**config.mk**
```make
export PLATFORM = sky130hd
export DESIGN_NAME = lidar_pulse_locator_flat
export DESIGN_NICKNAME = d
export VERILOG_FILES = /design/src/rtl/lpl_pkg.sv /design/src/rtl/lpl_if.sv /design/src/rtl/lpl_cfg_regs.sv /design/src/rtl/lidar_pulse_locator.sv /design/src/flat_wrapper.sv
export SDC_FILE = /design/constraint.sdc
export NUM_CORES = 1
export LEC_CHECK = 0
export BUFFER_PORTS_ARGS = -buffer_cell sky130_fd_sc_hd__buf_2
export CAP_MARGIN = 20
export CORE_ASPECT_RATIO = 0.9
export CORE_MARGIN = 5
export CORE_UTILIZATION = 30
export DETAILED_ROUTE_END_ITERATION = 12
export SKIP_LAST_GASP = 1
export SLEW_MARGIN = 20
export SYNTH_ARGS = -nofsm -noshare
export SYNTH_HDL_FRONTEND = slang
export SYNTH_SLANG_ARGS = --single-unit
```
**constraint.sdc**
```tcl
create_clock -name clk -period 11.6 [get_ports clk]
set_input_delay 2.32 -clock clk [delete_from_list [all_inputs] [get_ports clk]]
set_output_delay 2.32 -clock clk [all_outputs]
set_load 0.005 [all_outputs]
```
**src/rtl/lpl_pkg.sv**
```systemverilog
`default_nettype none

package lpl_pkg;

  // register map, word index = paddr / 4
  typedef enum logic [2:0] {
    REG_WINDOW_START = 3'd0,
    REG_WINDOW_END   = 3'd1,
    REG_LEAD_OFFSET  = 3'd2,
    REG_LOOKBACK     = 3'd3,
    REG_NOISE_THR    = 3'd4,
    REG_SAT_THR      = 3'd5
  } reg_idx_t;

  localparam int unsigned CFG_AW = 5;
  localparam int unsigned CFG_DW = 32;

  localparam logic [11:0]       RST_WINDOW_START = 12'd7;
  localparam logic [12:0]       RST_WINDOW_END   = 13'd200;
  localparam logic [7:0]        RST_LEAD_OFFSET  = 8'd7;
  localparam logic [7:0]        RST_LOOKBACK     = 8'd50;
  localparam logic signed [7:0] RST_NOISE_THR    = -8'sd110;
  localparam logic signed [7:0] RST_SAT_THR      = 8'sd127;

  // running peak starts here, so nothing at or below it is ever taken
  localparam logic signed [7:0] PEAK_FLOOR = -8'sd125;

  typedef struct packed {
    logic [11:0]       window_start;
    logic [12:0]       window_end;
    logic [7:0]        lead_offset;
    logic [7:0]        lookback;
    logic signed [7:0] noise_threshold;
    logic signed [7:0] saturation_threshold;
  } cfg_t;

endpackage

`default_nettype wire

```
**src/rtl/lpl_if.sv**
```systemverilog
`default_nettype none

interface lpl_in_if;
  logic              valid;
  logic              ready;
  logic signed [7:0] sample;
  logic              last_sample;

  modport source (output valid, output sample, output last_sample, input ready);
  modport sink   (input valid, input sample, input last_sample, output ready);
endinterface

interface lpl_out_if;
  logic        valid;
  logic        ready;
  logic        pulse_found;
  logic [11:0] pulse_bin;
  logic        saturated;

  modport source (output valid, output pulse_found, output pulse_bin, output saturated,
                  input ready);
  modport sink   (input valid, input pulse_found, input pulse_bin, input saturated,
                  output ready);
endinterface

`default_nettype wire

```
**src/rtl/lpl_cfg_regs.sv**
```systemverilog
`default_nettype none

module lpl_cfg_regs (
  input  wire logic                        clk,
  input  wire logic                        rst_n,
  input  wire logic                        psel,
  input  wire logic                        penable,
  input  wire logic                        pwrite,
  input  wire logic [lpl_pkg::CFG_AW-1:0]  paddr,
  input  wire logic [lpl_pkg::CFG_DW-1:0]  pwdata,
  output logic      [lpl_pkg::CFG_DW-1:0]  prdata,
  output logic                             pready,
  output lpl_pkg::cfg_t                    cfg
);
  import lpl_pkg::*;

  cfg_t     cfg_r;
  cfg_t     cfg_nxt;
  logic     wr_en;
  reg_idx_t idx;

  assign pready = 1'b1;
  assign wr_en  = psel && penable && pwrite;
  assign idx    = reg_idx_t'(paddr[CFG_AW-1:2]);
  assign cfg    = cfg_r;

  always_comb begin
    cfg_nxt = cfg_r;
    if (wr_en) begin
      case (idx)
        REG_WINDOW_START: cfg_nxt.window_start         = pwdata[11:0];
        REG_WINDOW_END:   cfg_nxt.window_end           = pwdata[12:0];
        REG_LEAD_OFFSET:  cfg_nxt.lead_offset          = pwdata[7:0];
        REG_LOOKBACK:     cfg_nxt.lookback             = pwdata[7:0];
        REG_NOISE_THR:    cfg_nxt.noise_threshold      = pwdata[7:0];
        REG_SAT_THR:      cfg_nxt.saturation_threshold = pwdata[7:0];
        default:          cfg_nxt = cfg_r;
      endcase
    end
  end

  always_comb begin
    case (idx)
      REG_WINDOW_START: prdata = CFG_DW'(cfg_r.window_start);
      REG_WINDOW_END:   prdata = CFG_DW'(cfg_r.window_end);
      REG_LEAD_OFFSET:  prdata = CFG_DW'(cfg_r.lead_offset);
      REG_LOOKBACK:     prdata = CFG_DW'(cfg_r.lookback);
      REG_NOISE_THR:    prdata = CFG_DW'(unsigned'(cfg_r.noise_threshold));
      REG_SAT_THR:      prdata = CFG_DW'(unsigned'(cfg_r.saturation_threshold));
      default:          prdata = '0;
    endcase
  end

  always_ff @(posedge clk) begin
    if (!rst_n) begin
      cfg_r.window_start         <= RST_WINDOW_START;
      cfg_r.window_end           <= RST_WINDOW_END;
      cfg_r.lead_offset          <= RST_LEAD_OFFSET;
      cfg_r.lookback             <= RST_LOOKBACK;
      cfg_r.noise_threshold      <= RST_NOISE_THR;
      cfg_r.saturation_threshold <= RST_SAT_THR;
    end else begin
      cfg_r <= cfg_nxt;
    end
  end

endmodule

`default_nettype wire

```
**src/rtl/lidar_pulse_locator.sv**
```systemverilog
`default_nettype none

// Port       Dir  Handshake     Payload
// in_if      in   valid/ready   sample (s8), last_sample
// out_if     out  valid/ready   pulse_found, pulse_bin (u12), saturated
// psel..     in   APB r/w       window and threshold registers, 4-byte stride
//
// One item per cycle while in_if.ready is high. The waveform state is updated
// at the edge that accepts an item; on the last item the result register loads
// at that same edge, so out_if.valid is high from the next cycle. in_if.ready
// only drops while a result waits and out_if.ready is low.
// Synchronous active-low reset clears the waveform state and out_if.valid and loads the register defaults.
module lidar_pulse_locator #(
  parameter int unsigned MAX_BINS = 4096
) (
  input  wire logic                        clk,
  input  wire logic                        rst_n,
  lpl_in_if.sink                           in_if,
  lpl_out_if.source                        out_if,
  input  wire logic                        psel,
  input  wire logic                        penable,
  input  wire logic                        pwrite,
  input  wire logic [lpl_pkg::CFG_AW-1:0]  paddr,
  input  wire logic [lpl_pkg::CFG_DW-1:0]  pwdata,
  output logic      [lpl_pkg::CFG_DW-1:0]  prdata,
  output logic                             pready
);
  import lpl_pkg::*;

  localparam int unsigned BW = $clog2(MAX_BINS);
  localparam int unsigned CW = ((BW > 13) ? BW : 13) + 1;
  localparam int unsigned PW = (BW > 12) ? BW : 12;
  localparam logic [BW-1:0] BIN_MAX = BW'(MAX_BINS - 1);

  cfg_t cfg;

  lpl_cfg_regs u_cfg (
    .clk     (clk),
    .rst_n   (rst_n),
    .psel    (psel),
    .penable (penable),
    .pwrite  (pwrite),
    .paddr   (paddr),
    .pwdata  (pwdata),
    .prdata  (prdata),
    .pready  (pready),
    .cfg     (cfg)
  );

  logic [BW-1:0]     bin_r,     bin_nxt;
  logic signed [7:0] peak_val_r, peak_val_nxt;
  logic [BW-1:0]     peak_bin_r, peak_bin_nxt;
  logic              peak_seen_r, peak_seen_nxt;
  logic              stopped_r,  stopped_nxt;
  logic              sat_seen_r, sat_seen_nxt;

  logic        out_valid_r, out_valid_nxt;
  logic        found_r;
  logic [11:0] pbin_r;
  logic        sat_r;

  logic              accept;
  logic signed [7:0] s;
  logic [CW-1:0]     i_w, lo_w, hi_w, ws_w, we_w, sum_w;
  logic              in_search, in_sat, take_peak;
  logic [PW-1:0]     pb_ext;

  assign in_if.ready = !out_valid_r || out_if.ready;
  assign accept      = in_if.valid && in_if.ready;
  assign s           = in_if.sample;

  // window bounds
  always_comb begin
    ws_w  = CW'(cfg.window_start);
    we_w  = CW'(cfg.window_end);
    sum_w = ws_w + CW'(cfg.lead_offset);
    lo_w  = (cfg.window_start > 12'(cfg.lookback))
            ? CW'(cfg.window_start - 12'(cfg.lookback)) : '0;
    hi_w  = (sum_w > we_w) ? we_w : sum_w;
    i_w   = CW'(bin_r);
  end

  always_comb begin
    in_search = !stopped_r && (i_w >= lo_w) && (i_w < hi_w);
    in_sat    = (i_w >= ws_w) && (i_w < we_w) && (s >= cfg.saturation_threshold);
    take_peak = in_search && (s > cfg.noise_threshold) && (s > peak_val_r);

    peak_val_nxt  = take_peak ? s : peak_val_r;
    peak_bin_nxt  = take_peak ? bin_r : peak_bin_r;
    peak_seen_nxt = peak_seen_r || take_peak;
    stopped_nxt   = stopped_r
                    || (in_search && peak_seen_nxt && (s <= cfg.noise_threshold));
    sat_seen_nxt  = sat_seen_r || in_sat;
    bin_nxt       = (bin_r != BIN_MAX) ? bin_r + BW'(1) : bin_r;
    pb_ext        = PW'(peak_bin_nxt);
  end

  always_comb begin
    if (accept && in_if.last_sample) begin
      out_valid_nxt = 1'b1;
    end else if (out_if.ready) begin
      out_valid_nxt = 1'b0;
    end else begin
      out_valid_nxt = out_valid_r;
    end
  end

  always_ff @(posedge clk) begin
    if (!rst_n) begin
      bin_r       <= '0;
      peak_val_r  <= PEAK_FLOOR;
      peak_bin_r  <= '0;
      peak_seen_r <= 1'b0;
      stopped_r   <= 1'b0;
      sat_seen_r  <= 1'b0;
      out_valid_r <= 1'b0;
    end else begin
      out_valid_r <= out_valid_nxt;
      if (accept) begin
        if (in_if.last_sample) begin
          bin_r       <= '0;
          peak_val_r  <= PEAK_FLOOR;
          peak_bin_r  <= '0;
          peak_seen_r <= 1'b0;
          stopped_r   <= 1'b0;
          sat_seen_r  <= 1'b0;
        end else begin
          bin_r       <= bin_nxt;
          peak_val_r  <= peak_val_nxt;
          peak_bin_r  <= peak_bin_nxt;
          peak_seen_r <= peak_seen_nxt;
          stopped_r   <= stopped_nxt;
          sat_seen_r  <= sat_seen_nxt;
        end
      end
    end
  end

  // result payload, loaded only with the last item of a waveform
  always_ff @(posedge clk) begin
    if (accept && in_if.last_sample) begin
      found_r <= peak_seen_nxt;
      pbin_r  <= peak_seen_nxt ? pb_ext[11:0] : 12'd0;
      sat_r   <= sat_seen_nxt;
    end
  end

  assign out_if.valid       = out_valid_r;
  assign out_if.pulse_found = found_r;
  assign out_if.pulse_bin   = pbin_r;
  assign out_if.saturated   = sat_r;

endmodule

`default_nettype wire

```
**src/flat_wrapper.sv**
```systemverilog
// flat-port wrapper written by rule: the top's interface ports become plain ports
module lidar_pulse_locator_flat import lpl_pkg::*;
#(
  parameter int unsigned MAX_BINS = 4096
)
  (clk, rst_n, psel, penable, pwrite, paddr, pwdata, prdata, pready, in_if_valid, in_if_sample, in_if_last_sample, in_if_ready, out_if_valid, out_if_pulse_found, out_if_pulse_bin, out_if_saturated, out_if_ready);
  lpl_in_if in_if_i ();
  lpl_out_if out_if_i ();
  input  wire logic clk;
  input  wire logic rst_n;
  input  wire logic psel;
  input  wire logic penable;
  input  wire logic pwrite;
  input  wire logic [lpl_pkg::CFG_AW-1:0] paddr;
  input  wire logic [lpl_pkg::CFG_DW-1:0] pwdata;
  output logic      [lpl_pkg::CFG_DW-1:0] prdata;
  output logic pready;
  input wire logic [$bits(in_if_i.valid)-1:0] in_if_valid;
  input wire logic [$bits(in_if_i.sample)-1:0] in_if_sample;
  input wire logic [$bits(in_if_i.last_sample)-1:0] in_if_last_sample;
  output wire logic [$bits(in_if_i.ready)-1:0] in_if_ready;
  output wire logic [$bits(out_if_i.valid)-1:0] out_if_valid;
  output wire logic [$bits(out_if_i.pulse_found)-1:0] out_if_pulse_found;
  output wire logic [$bits(out_if_i.pulse_bin)-1:0] out_if_pulse_bin;
  output wire logic [$bits(out_if_i.saturated)-1:0] out_if_saturated;
  input wire logic [$bits(out_if_i.ready)-1:0] out_if_ready;
  assign in_if_i.valid = in_if_valid;
  assign in_if_i.sample = in_if_sample;
  assign in_if_i.last_sample = in_if_last_sample;
  assign in_if_ready = in_if_i.ready;
  assign out_if_valid = out_if_i.valid;
  assign out_if_pulse_found = out_if_i.pulse_found;
  assign out_if_pulse_bin = out_if_i.pulse_bin;
  assign out_if_saturated = out_if_i.saturated;
  assign out_if_i.ready = out_if_ready;
  lidar_pulse_locator #(.MAX_BINS(MAX_BINS)) u_core (.clk(clk), .rst_n(rst_n), .in_if(in_if_i), .out_if(out_if_i), .psel(psel), .penable(penable), .pwrite(pwrite), .paddr(paddr), .pwdata(pwdata), .prdata(prdata), .pready(pready));
endmodule
```
==> flow_summary.ini, run 1 <==
[status]
outcome = complete, no violations

[finish]
layout-drive-gt1-share_pct = 12.9
regArea_sq_um = 2280
finalNetCount = 1109
utilization_pct = 33.9
multi_input_area_sq_um = 5160
fill_cells = 2713
mostFrequentLayoutCells = 106 x nand2_1, 100 x ha_1, 93 x dfxtp_1, 82 x inv_1, 60 x buf_2
stdcell_count = 1307
final_common_cell = nand2_1
n_antenna_cell = 0
area_delta_synth_final_pct = 11.1

[routing]
drc = 0
wl_met3_um = 895
drt_wl_total_mm = 21.5
wl_met1_mm = 10.6
wire_per_inst_um = 16.5
viasPerCell = 4.95
num_vias = 6476
drtIter0Drc = 416
wl_met2_mm = 9.71
detail_route.first_pass.iterations = 5
top_layer = met4
postRouteAntennaNets = 0

[synthesis]
yosysWarnings = 0
synth_area_leader_cell = dfxtp_1
synthAdderAreaFrac_pct = 16.2
netlist-cell-type-count = 80
syn_inst = 911
synthFlopType = dfxtp_1
syn_area_sq_um = 7970
ys_seq_area_share_pct = 28.6
syn_area_per_cell_sq_um = 8.74
synth_top_family_by_area = compound AO/OA/AOI/OAI gates
synthMuxAreaShare_pct = 6.71
netlist.area_leader.share_pct = 23.4
synth_edf_count = 14
async_flop_share_pct = 0
synth_area_leaders = dfxtp_1 23%, ha_1 16%, mux2i_1 6.3%
synth-seq-cells = 107
synth_compound_area_share_pct = 20.8
synthSimpleGateAreaFrac_pct = 17.3
synth_xor_area_share_pct = 2.53

[cts]
cts-root-buf = clkbuf_16
insertion_delay_ns = 0.36
clk_path_buf_depth = 2
cts_max_level = 3
cts_resized = 0
cts_buffers = 9
cts_tree = built
cts_sinks = 107
postCtsSetupBuffers = 0
clkTransAtPathRegs_ns = 0.07
ctsHoldBuffers = 0

[setup_path]
critPathArrivalTime_ns = 4.16
criticalPathCategory = primary input to output pin
critPathCaptureType = output pin
startpoint_type = primary input
worstPathRequired_ns = 9.28
cp_max_fo = 27
reg2reg_depth = 24

[power]
leakage_uw = 0.00388
p_per_area_nw_per_um2 = 94.8
peakVddDrop_mv = 0.0712

[global_route]
grt_first_pass_wirelength_mm = 34.2
antenna_found_initial = 0
grt_max_degree = 64
grt_use_total_pct = 14.3
grt_pass1_vias = 6245
grt_overflow = 0

[sta]
slew_headroom_pct = 33.8
post-route-period-util_pct = 55.8
skew_ns = 0.0124
drv_slew = 0
period_needed_ns = 6.48
rsz0062_at_grt = no
finalSetupViolCount = 0
fmax_mhz = 154
hold_slack_ns = 0.465
tns_ns = 0
setup_ws_ns = 5.12
worst_pin_slew_ns = 0.990
hold_viol = 0

[floorplan]
dieWidth_um = 182
die_area_sq_um = 29900
start_util_pct = 30.5
die_h_um = 165
core_area_sq_um = 26100
rows = 56
ioPinCount = 102

[placement]
place_hpwl_mm = 16.9
dp_cells = 1291
gp_congestion = 0.853
place_ws_ns = 5.09
io_buffers = 60

[min_path]
whs_path_depth = 1
hp-class = flop to flop

[job]
maxCapViolCount = 0
cell usage after synthesis (3+ instances only):
library cell / count
nand4_1: 8
nor2_1: 54
o31a_1: 4
or2_2: 3
a21o_1: 17
clkbuf_1: 24
nor2b_1: 27
edfxtp_1: 14
nand2b_1: 14
nand2_1: 106
a31oi_1: 6
buf_4: 21
or3_1: 4
nor4_1: 9
o221ai_1: 3
o21a_1: 8
dfxtp_1: 93
nor3_1: 17
a21oi_1: 47
a211o_1: 3
nand3_1: 22
ha_1: 100
o21ai_0: 23
inv_1: 82
and4_1: 4
o211ai_1: 23
a22oi_1: 5
xnor2_1: 19
a21boi_0: 21
mux2i_1: 50
xor2_1: 4
a2bb2o_1: 7
a211oi_1: 6
a2bb2o_4: 10
cells by family after synthesis:
logic type	after synthesis
muxes	52
AOI/OAI and AO/OA	209
xor gates and xnor gates	23
adders and majority gates	102
DFF	107
buffers and inverters	133
and+or+nand+nor	283
other	2
power by group:
part	internal, uW	total [uW]	switching, uW
combinational	44.2	112	68.2
sequential	381	386	5.11
clock	185	341	156
metrics by stage:
stage | power (uW) | cell area [sq um]
after floorplan | 478 | 8030
after global placement | 505 | 8510
after detailed placement | 506 | 8510
after CTS | 848 | 8840
after global routing | 878 | 8850
final | 839 | 8850
flip-flops by register name (all words and copies together), names as in the netlist:
name and flops:
u_core.u_cfg.cfg 57, u_core.stopped_r 1, u_core.out_if.pulse_bin 12, u_core.out_if.pulse_found 1
u_core.sat_seen_r 1, u_core.peak_val_r 8, u_core.out_if.valid 1, u_core.peak_seen_r 1
u_core.out_if.saturated 1, u_core.bin_r 12, u_core.peak_bin_r 12
path summary, 6_finish.rpt:
| check | from | to | slack [ns] |
|---|---|---|---|
| min | u_core.peak_bin_r[0] | u_core.peak_bin_r[0] | 0.47 |
| max | paddr[3] | prdata[2] | 5.12 |
| min reg2reg | u_core.peak_bin_r[0] | u_core.peak_bin_r[0] | 0.47 |
| max reg2reg | u_core.u_cfg.cfg[46] | u_core.peak_bin_r[11] | 5.15 |
metal layers:
layer,track usage (%),up-vias
met3,2.16,20
met4,3.62,0
met2,23.3,140
li1,-,3280
met1,19.8,3036
met5,0,-
worst max-delay path, stage by stage:
cell and delay (ns):
buf_2 0.44, nor2b_1 0.71, a22oi_1 0.19, o221ai_1 0.30
buf_2 0.18
layout make-up:
cell class	instances	area share [%]
inverters	83	3.52
flip-flops and latches	107	25.8
well taps	348	4.92
clock buffers	10	2.83
clock inverters	6	0.905
repair buffers	64	3.73
multi-input cells	689	58.3
No activity file was read; power rests on OpenSTA's default activity.
==> inputs of run 2 (changes only) <==
- clock period: 11.6 -> 6.5 ns (I/O delays scaled with it)
==> flow_summary.ini, run 2 (synthesis gave the netlist of run 1 again) <==
[floorplan]
core_area_sq_um = 26100
ioPinCount = 102
die_area_sq_um = 29900
dieWidth_um = 182
rows = 56
die_h_um = 165
start_util_pct = 30.5

[setup_path]
cp_slowest_stage_delay_ns = 0.56
critPathArrivalTime_ns = 6.26
startpoint_type = flop
cp_max_fo = 17
crit_slowest_cell = or4_4
criticalPathCategory = flop to flop
critPathCaptureType = flop
worstPathRequired_ns = 6.74
worst-path-buf-inv = 2
critical_path.top_delay_family = compound AO/OA/AOI/OAI gates
cpMostUsedCell = ha_1

[status]
outcome = complete, no violations

[cts]
cts_max_level = 3
cts_sinks = 107
clkTransAtPathRegs_ns = 0.08
insertion_delay_ns = 0.36
cts_resized = 0
postCtsSetupBuffers = 0
cts-root-buf = clkbuf_16
cts_buffers = 9
cts_tree = built
ctsHoldBuffers = 0
clk_path_buf_depth = 2

[global_route]
grt_overflow = 0
grt_max_degree = 64
grt_use_total_pct = 14.4
antenna_found_initial = 0
grt_first_pass_wirelength_mm = 34.7
grt_pass1_vias = 6160

[finish]
largest_register_ffs = 57
finalNetCount = 1115
mostFrequentLayoutCells = 106 x nand2_1, 100 x ha_1, 93 x dfxtp_1, 82 x inv_1, 60 x buf_2
n_antenna_cell = 0
layout-drive-gt1-share_pct = 13.5
stdcell_count = 1313
final_common_cell = nand2_1
area_delta_synth_final_pct = 11.2

[sta]
slew_headroom_pct = 28.5
skew_ns = 0.0117
finalSetupViolCount = 0
hold_viol = 0
tns_ns = 0
rsz0062_at_grt = no
period_needed_ns = 6.02
drv_slew = 0
fmax_mhz = 166
worst_pin_slew_ns = 1.07
post-route-period-util_pct = 92.6

[placement]
place_hpwl_mm = 16.8
io_buffers = 60
dp_cells = 1295
gp_congestion = 0.833

[routing]
detail_route.first_pass.iterations = 4
viasPerCell = 5.00
wire_per_inst_um = 16.5
postRouteAntennaNets = 0
drc = 0
drt_wl_total_mm = 21.6
drtIter0Drc = 502
num_vias = 6564

[power]
leakage_uw = 0.00389
peakVddDrop_mv = 0.119
totalPowerFinal_uw = 1440
p_per_area_nw_per_um2 = 163

[job]
maxCapViolCount = 0

[min_path]
hp-class = flop to flop
## run 2: layer usage
metal / wire, um / vias up / global-route usage, % / share of wire, %
met4: 225 / 0 / 2.90 / 1.0
met3: 929 / 15 / 2.18 / 4.3
met1: 10700 / 3119 / 20.6 / 49
li1: - / 3289 / - / -
met5: 0 / - / 0 / 0
met2: 9780 / 141 / 23.2 / 45
## run 2: area by class of cell
class / instances / area [sq um]
fill: 2687 / 17300
multi-input combinational: 689 / 5170
sequential: 107 / 2280
tap: 348 / 435
timing repair buffer: 70 / 375
inverter: 83 / 312
clock buffer: 10 / 239
clock inverter: 6 / 47.5
## run 2: worst reg2reg max path: stages, from the launching register on
cell,delay (ns)
dfxtp_1,0.42
ha_1,0.20
inv_1,0.05
fa_1,0.40
nor2b_1,0.18
o31a_1,0.24
o32ai_2,0.15
nor3_1,0.19
xnor2_1,0.13
ha_1,0.30
nand3_2,0.11
or4_4,0.56
o41a_4,0.14
nor2_2,0.13
buf_4,0.18
nor2_1,0.05
a21oi_1,0.15
ha_1,0.27
a211oi_1,0.26
o21bai_1,0.12
a21o_2,0.21
a221oi_1,0.36
nand3b_2,0.20
a21oi_4,0.33
a21oi_4,0.23
a2bb2o_1,0.35
## run 2: report_power, final
part / internal (uW) / total, uW / switching (uW)
sequential: 680 / 688 / 8.91
combinational: 79.9 / 203 / 123
clock: 275 / 549 / 273
total: 1030 / 1440 / 406
## run 2: path summary, 6_finish.rpt
kind	to	cells after the start	startpoint	slack [ns]
max	u_core.peak_bin_r[11]	25	u_core.u_cfg.cfg[45]	0.48
min	u_core.peak_val_r[5]	1	u_core.peak_val_r[5]	0.46
max reg2reg	u_core.peak_bin_r[11]	25	u_core.u_cfg.cfg[45]	0.48
min reg2reg	u_core.peak_val_r[5]	1	u_core.peak_val_r[5]	0.46
## run 2: stage by stage
step	utilization, %	hold slack (ns)	area (sq um)	setup WS (ns)
6_report	33.9	0.464	8860	0.482
5_1_grt	33.9	0.477	8860	0.0941
4_1_cts	33.8	0.467	8830	0.351
3_5_place_dp	32.7	0.450	8550	0.381
3_3_place_gp	32.7	0.442	8550	0.497
2_1_floorplan	-	0.437	8030	0.861
